--- src/rtl/slp_pkg.sv ---
// Shared types and constants of the static loop partition block
package slp_pkg;
  localparam int unsigned MaxThreadsDef = 16;
  localparam int unsigned DivW = 32;
  localparam logic [2:0] RegThreadCount = 3'd0;

  typedef struct packed {
    logic [31:0] lower_in;
    logic [31:0] upper_in;
    logic [31:0] step;
    logic [3:0]  thread_id;
    logic        unsigned_mode;
    logic        static_schedule;
  } req_t;

  typedef struct packed {
    logic [31:0] lower_out;
    logic [31:0] upper_out;
    logic        is_last;
    logic        last_written;
    logic [31:0] stride_out;
    logic        stride_written;
  } rsp_t;

  function automatic logic lt32(logic [31:0] a, logic [31:0] b, logic uns);
    logic [31:0] x;
    logic [31:0] y;
    x = uns ? a : (a ^ 32'h8000_0000);
    y = uns ? b : (b ^ 32'h8000_0000);
    return x < y;
  endfunction
endpackage

--- src/rtl/slp_back.sv ---
// Back stages: chunk sizing, bound arithmetic, saturation and last flag
module slp_back import slp_pkg::*; (
  input  logic        clk_i,
  input  logic        rst_ni,
  input  logic        en_i,
  input  logic        valid_i,
  input  req_t        req_i,
  input  logic        empty_i,
  input  logic        pos_i,
  input  logic [31:0] trip_i,
  input  logic [31:0] cnt_i,
  input  logic [31:0] cquo_i,
  input  logic        cnz_i,
  output logic        valid_o,
  output rsp_t        rsp_o
);
  // stage A: choose path, compute chunk multiplicand
  logic        va_q;
  req_t        ra_q;
  logic        ea_q, pa_q, fewa_q, onea_q;
  logic [31:0] tripa_q, biga_q;
  logic [31:0] chunk;
  assign chunk = cquo_i + {31'd0, cnz_i};

  always_ff @(posedge clk_i) begin
    if (en_i) begin
      ra_q    <= req_i;
      ea_q    <= empty_i;
      pa_q    <= pos_i;
      onea_q  <= (cnt_i == 32'd1);
      fewa_q  <= trip_i < cnt_i;
      tripa_q <= trip_i;
      biga_q  <= chunk * req_i.step;
    end
  end

  // stage B: offset product
  logic        vb_q;
  req_t        rb_q;
  logic        eb_q, pb_q, fewb_q, oneb_q;
  logic [31:0] tripb_q, bigb_q, offb_q;
  always_ff @(posedge clk_i) begin
    if (en_i) begin
      rb_q    <= ra_q;
      eb_q    <= ea_q;
      pb_q    <= pa_q;
      oneb_q  <= onea_q;
      fewb_q  <= fewa_q;
      tripb_q <= tripa_q;
      bigb_q  <= biga_q;
      offb_q  <= {28'd0, ra_q.thread_id} * (fewa_q ? ra_q.step : biga_q);
    end
  end

  // stage C: sums, saturation and clamp
  logic [31:0] lo, hi, inc, olo, ohi, lim, nl, nh, str;
  logic        uns, last, lw, sw;
  always_comb begin
    lo  = rb_q.lower_in;
    hi  = rb_q.upper_in;
    inc = rb_q.step;
    uns = rb_q.unsigned_mode;
    olo = lo;
    ohi = hi;
    last = 1'b0;
    lw   = 1'b0;
    sw   = 1'b0;
    str  = '0;
    lim  = hi - inc;
    nl   = lo + offb_q;
    nh   = nl + bigb_q - inc;
    if (eb_q) begin
      lw = 1'b1; sw = 1'b1; str = inc;
    end else if (oneb_q) begin
      last = 1'b1; lw = 1'b1; sw = 1'b1;
      str = pb_q ? (hi - lo + 32'd1) : (32'd0 - (lo - hi + 32'd1));
    end else if (rb_q.static_schedule) begin
      lw = 1'b1;
      if (fewb_q) begin
        if ({28'd0, rb_q.thread_id} < tripb_q) begin
          olo = nl; ohi = nl;
        end else begin
          olo = hi + inc;
        end
        last = ({28'd0, rb_q.thread_id} == tripb_q - 32'd1);
      end else begin
        olo = nl;
        ohi = nh;
        if (pb_q) begin
          if (lt32(nh, nl, uns)) ohi = uns ? 32'hFFFF_FFFF : 32'h7FFF_FFFF;
          last = !lt32(hi, nl, uns) && lt32(lim, ohi, uns);
          if (lt32(hi, ohi, uns)) ohi = hi;
        end else begin
          if (lt32(nl, nh, uns)) ohi = uns ? 32'h0 : 32'h8000_0000;
          last = !lt32(nl, hi, uns) && lt32(ohi, lim, uns);
          if (lt32(ohi, hi, uns)) ohi = hi;
        end
      end
    end
  end

  always_ff @(posedge clk_i or negedge rst_ni) begin
    if (!rst_ni) begin
      va_q <= 1'b0; vb_q <= 1'b0; valid_o <= 1'b0;
    end else if (en_i) begin
      va_q <= valid_i; vb_q <= va_q; valid_o <= vb_q;
    end
  end

  always_ff @(posedge clk_i) begin
    if (en_i) begin
      rsp_o <= '{lower_out: olo, upper_out: ohi, is_last: last, last_written: lw,
                 stride_out: str, stride_written: sw};
    end
  end
endmodule

--- config.mk ---
export PLATFORM = sky130hd
export DESIGN_NAME = slp_back
export DESIGN_NICKNAME = d
export VERILOG_FILES = /design/src/rtl/slp_pkg.sv /design/src/rtl/slp_back.sv
export SDC_FILE = /design/constraint.sdc
export NUM_CORES = 2
export LEC_CHECK = 0
export ABC_CLOCK_PERIOD_IN_PS = 18150
export BUFFER_PORTS_ARGS = -buffer_cell sky130_fd_sc_hd__buf_2
export CAP_MARGIN = 20
export CORE_MARGIN = 4
export CORE_UTILIZATION = 30
export DETAILED_ROUTE_END_ITERATION = 10
export SLEW_MARGIN = 20
export SYNTH_ARGS = -nofsm -noshare
export SYNTH_HDL_FRONTEND = slang
export SYNTH_SLANG_ARGS = --single-unit
--- constraint.sdc ---
create_clock -name clk_i -period 18.15 [get_ports clk_i]
set_input_delay 2.7225 -clock clk_i [delete_from_list [all_inputs] [get_ports clk_i]]
set_output_delay 2.7225 -clock clk_i [all_outputs]
set_load 0.005 [all_outputs]
==> results.rst <==
.. list-table::
   :header-rows: 1

   * - Metric
     - Value
   * - Portion of synthesized cell area occupied by the leading cell type
     - 26.8%
   * - Type of element launching the critical path
     - flop
   * - Antenna violations before repair
     - 20
   * - Sequential cell area
     - 14200 µm²
   * - Worst setup EP type
     - flop
   * - Fraction of the yosys area taken by sequential cells
     - 27.0%
   * - Endpoint arrival time on the critical path
     - 13.81 ns
   * - Tot GR Track Use
     - 18.6%
   * - Clk Tree Root Cell
     - clkbuf_16
   * - R2R setup slack
     - 4.73 ns
   * - FP Rows
     - 153
   * - Worst slew margin relative to its limit
     - 23.4%
   * - 1st-iter DRT viols
     - 2942
   * - Hold violation count in the final report
     - 0
   * - Final layout net count
     - 7034
   * - Setup total negative slack
     - 0 ns
   * - Clk Latency, worst-skew pair
     - 0.66 ns
   * - Syn Std Cell Area
     - 52800 µm²
   * - Via count of the first global-routing pass
     - 41902
   * - Flops & latches, synth
     - 474
   * - Setup repair bufs after CTS
     - 0
   * - Height of the die
     - 427 µm
   * - Area enclosed by the die boundary
     - 183000 µm²
   * - I/O pins
     - 305
   * - Global-route wire length before repair
     - 259 mm
   * - Worst setup timing slack at the placement stage
     - 4.45 ns
   * - Final setup vio count
     - 0
   * - Number of enable flip-flop cells after synthesis
     - 471
   * - Async set or reset register ratio after synthesis
     - 0.633%
   * - Die span in x
     - 427 µm
   * - Largest stage delay on the critical path
     - 0.94 ns
   * - Count of port buffers added during placement
     - 304
   * - Critical Path Slowest Stage Cell
     - nor2_1
   * - Yosys warning total
     - 0
   * - Share of post-route cells with drive strength above 1
     - 9.23%
   * - Predominant post-synthesis flop cell
     - edfxtp_1
   * - Area growth from synthesis to layout
     - 11.7%
   * - Number of placed instances, taps included
     - 8010
   * - Least setup slack across all paths after layout
     - 4.73 ns
   * - TritonCTS Buffers
     - 49
   * - Detailed Routing Iterations Pass 1
     - 6
   * - Cell depth of the worst hold path
     - 0
   * - Tightest Pin Transition
     - 1.14 ns
   * - Largest net degree at the start of global routing
     - 75
   * - Critical path class
     - reg2reg
   * - Routability cong.
     - 0.908
   * - Endpoint with the worst hold slack
     - tripb_q[28]
   * - Vias after detailed routing
     - 40451
   * - Outcome
     - finished, final reports clean
   * - Clock-pin slew of the registers on the worst-case setup and hold paths
     - 0.07 ns
   * - Number of buffers between clock root and the deepest sink
     - 3
   * - Fill cell total of the finished layout
     - 17811
   * - Sum of net half-perimeters after detailed placement
     - 140 mm
   * - RSZ-0062 raised after global routing
     - false
   * - Largest driver fanout on the critical path
     - 35
   * - Synthesized instance count
     - 5495
   * - Final cycle utilization of the critical path
     - 74.0%
   * - Layout Skew
     - 0.0464 ns
   * - Origin of the critical flop-to-flop path
     - lo[0]
   * - Drt via density
     - 4.99
   * - Most numerous cell in the Yosys netlist
     - inv_1
   * - Endpoint of the worst register-to-register path
     - rsp_o[52]
   * - Number of clock sinks seen by CTS
     - 474
   * - Maximum Capacitance Violations
     - 0
   * - Post-detailed-route wirelength per cell
     - 21.2 µm
   * - DRC errors left
     - 0
   * - Wire length reported by the detailed router
     - 172 mm
   * - Type of the worst min-delay path
     - reg2reg
   * - Required time reported for the critical path endpoint
     - 18.54 ns
   * - CTS H-Tree Depth
     - 2
   * - Final Max Slew Viols
     - 0
   * - Grt total ovfl
     - 0
   * - Remaining antenna violation count
     - 0
   * - Number of non-filler instances in the completed layout
     - 8107
   * - Final critical delay including setup and external delays
     - 13.42 ns
   * - Commonest cells post-synth
     - 900 x inv_1, 622 x nand2_1, 563 x ha_1
   * - Highest achievable clock rate
     - 74.5 MHz
   * - Initial Utilization
     - 30.2%
   * - Number of cell instances on the worst register-to-register path
     - 47
   * - Mean area per synthesized cell
     - 9.60 µm²
   * - Post-CTS Hold Buffers
     - 0
   * - Library cells used by synthesis
     - 88
   * - Clock tree from TritonCTS
     - built
   * - CTS resizes
     - 0
   * - Leading cell types by total area after synthesis
     - edfxtp_1 27%, fa_1 20%, ha_1 13%, inv_1 6.4%, nand2_1 4.4%
   * - Multi-input gate area
     - 34600 µm²
   * - Floorplan core area
     - 174000 µm²
   * - Dominant cell type by area after synthesis
     - edfxtp_1
   * - Start point of the worst hold path
     - tripa_q[28]
   * - Net count of the mapped netlist
     - 6792
## per-layer routing
metal	share of wire [%]	GRT usage, %
met5	0.011	0
met4	4.3	7.31
met3	5.4	2.08
met2	47	31.4
met1	43	24.4
## critical path, delay by kind of cell (launching register included)
family                   cells  cell delay, ns
AO/OA/AOI/OAI               23            5.59
AND/OR/NAND/NOR             13            3.99
adder cells (fa/ha/maj)      6            2.18
XOR/XNOR                     2            0.64
flip-flops                   1            0.42
buffers and inverters        3            0.29
## sequential cells by signal, indices dropped and copies added (netlist names), 5 cells and up
| register | flops |
|---|---|
| biga_q | 32 |
| bigb_q | 32 |
| hi | 32 |
| inc | 32 |
| lo | 32 |
| offb_q | 32 |
| ra_q | 102 |
| rb_q | 5 |
| rsp_o | 99 |
| tripa_q | 32 |
| tripb_q | 32 |
## cells by family after synthesis
kind of cell	share of synthesized area [%]
AND/OR/NAND/NOR	13.3
multiplexers	0.844
buffers and inverters	7.73
AO/OA/AOI/OAI	11.9
XOR/XNOR	5.80
flip-flops	27.0
adder cells (fa/ha/maj)	33.4
## metrics by stage
step | util, % | hold WS, ns | instance area, µm²
global placement | 32.8 | 0.401 | 57100
global route | 33.8 | 0.407 | 58900
finish | 33.8 | 0.402 | 58900
floorplan | - | 0.400 | 52800
CTS | 33.8 | 0.405 | 58900
detailed placement | 32.8 | 0.405 | 57100
## worst max path at each step
| stage | to | startpoint |
|---|---|---|
| finish | rsp_o[52] | lo[0] |
| global route | rsp_o[52] | lo[0] |
| CTS | rsp_o[52] | lo[0] |
| detailed placement | rsp_o[52] | lo[0] |
| global placement | rsp_o[52] | lo[0] |
| floorplan | biga_q[31] | cquo_i[2] |
## cell type report
cell class,instances,share of cell area [%]
diodes,6,0.0255
clock buffers,61,2.16
clock inverters,29,0.803
inverters,901,5.74
multi-input cells,3938,58.7
flip-flops and latches,474,24.1
well taps,2325,4.94
repair buffers,373,3.49
## placed cells by master (no fill, tap or decap), drive strengths merged, types with 68 or more instances in the layout
cell type / n
xor2: 85
ha: 563
a21o: 122
xnor2: 256
and2: 208
fa: 529
nor2: 270
a21oi: 282
edfxtp: 471
inv: 905
buf: 373
nand3: 68
o21ai: 214
nor2b: 71
nand2: 622
Power is not shown: default switching activity piles up to over one toggle a cycle in this logic, so the estimate is an artifact.
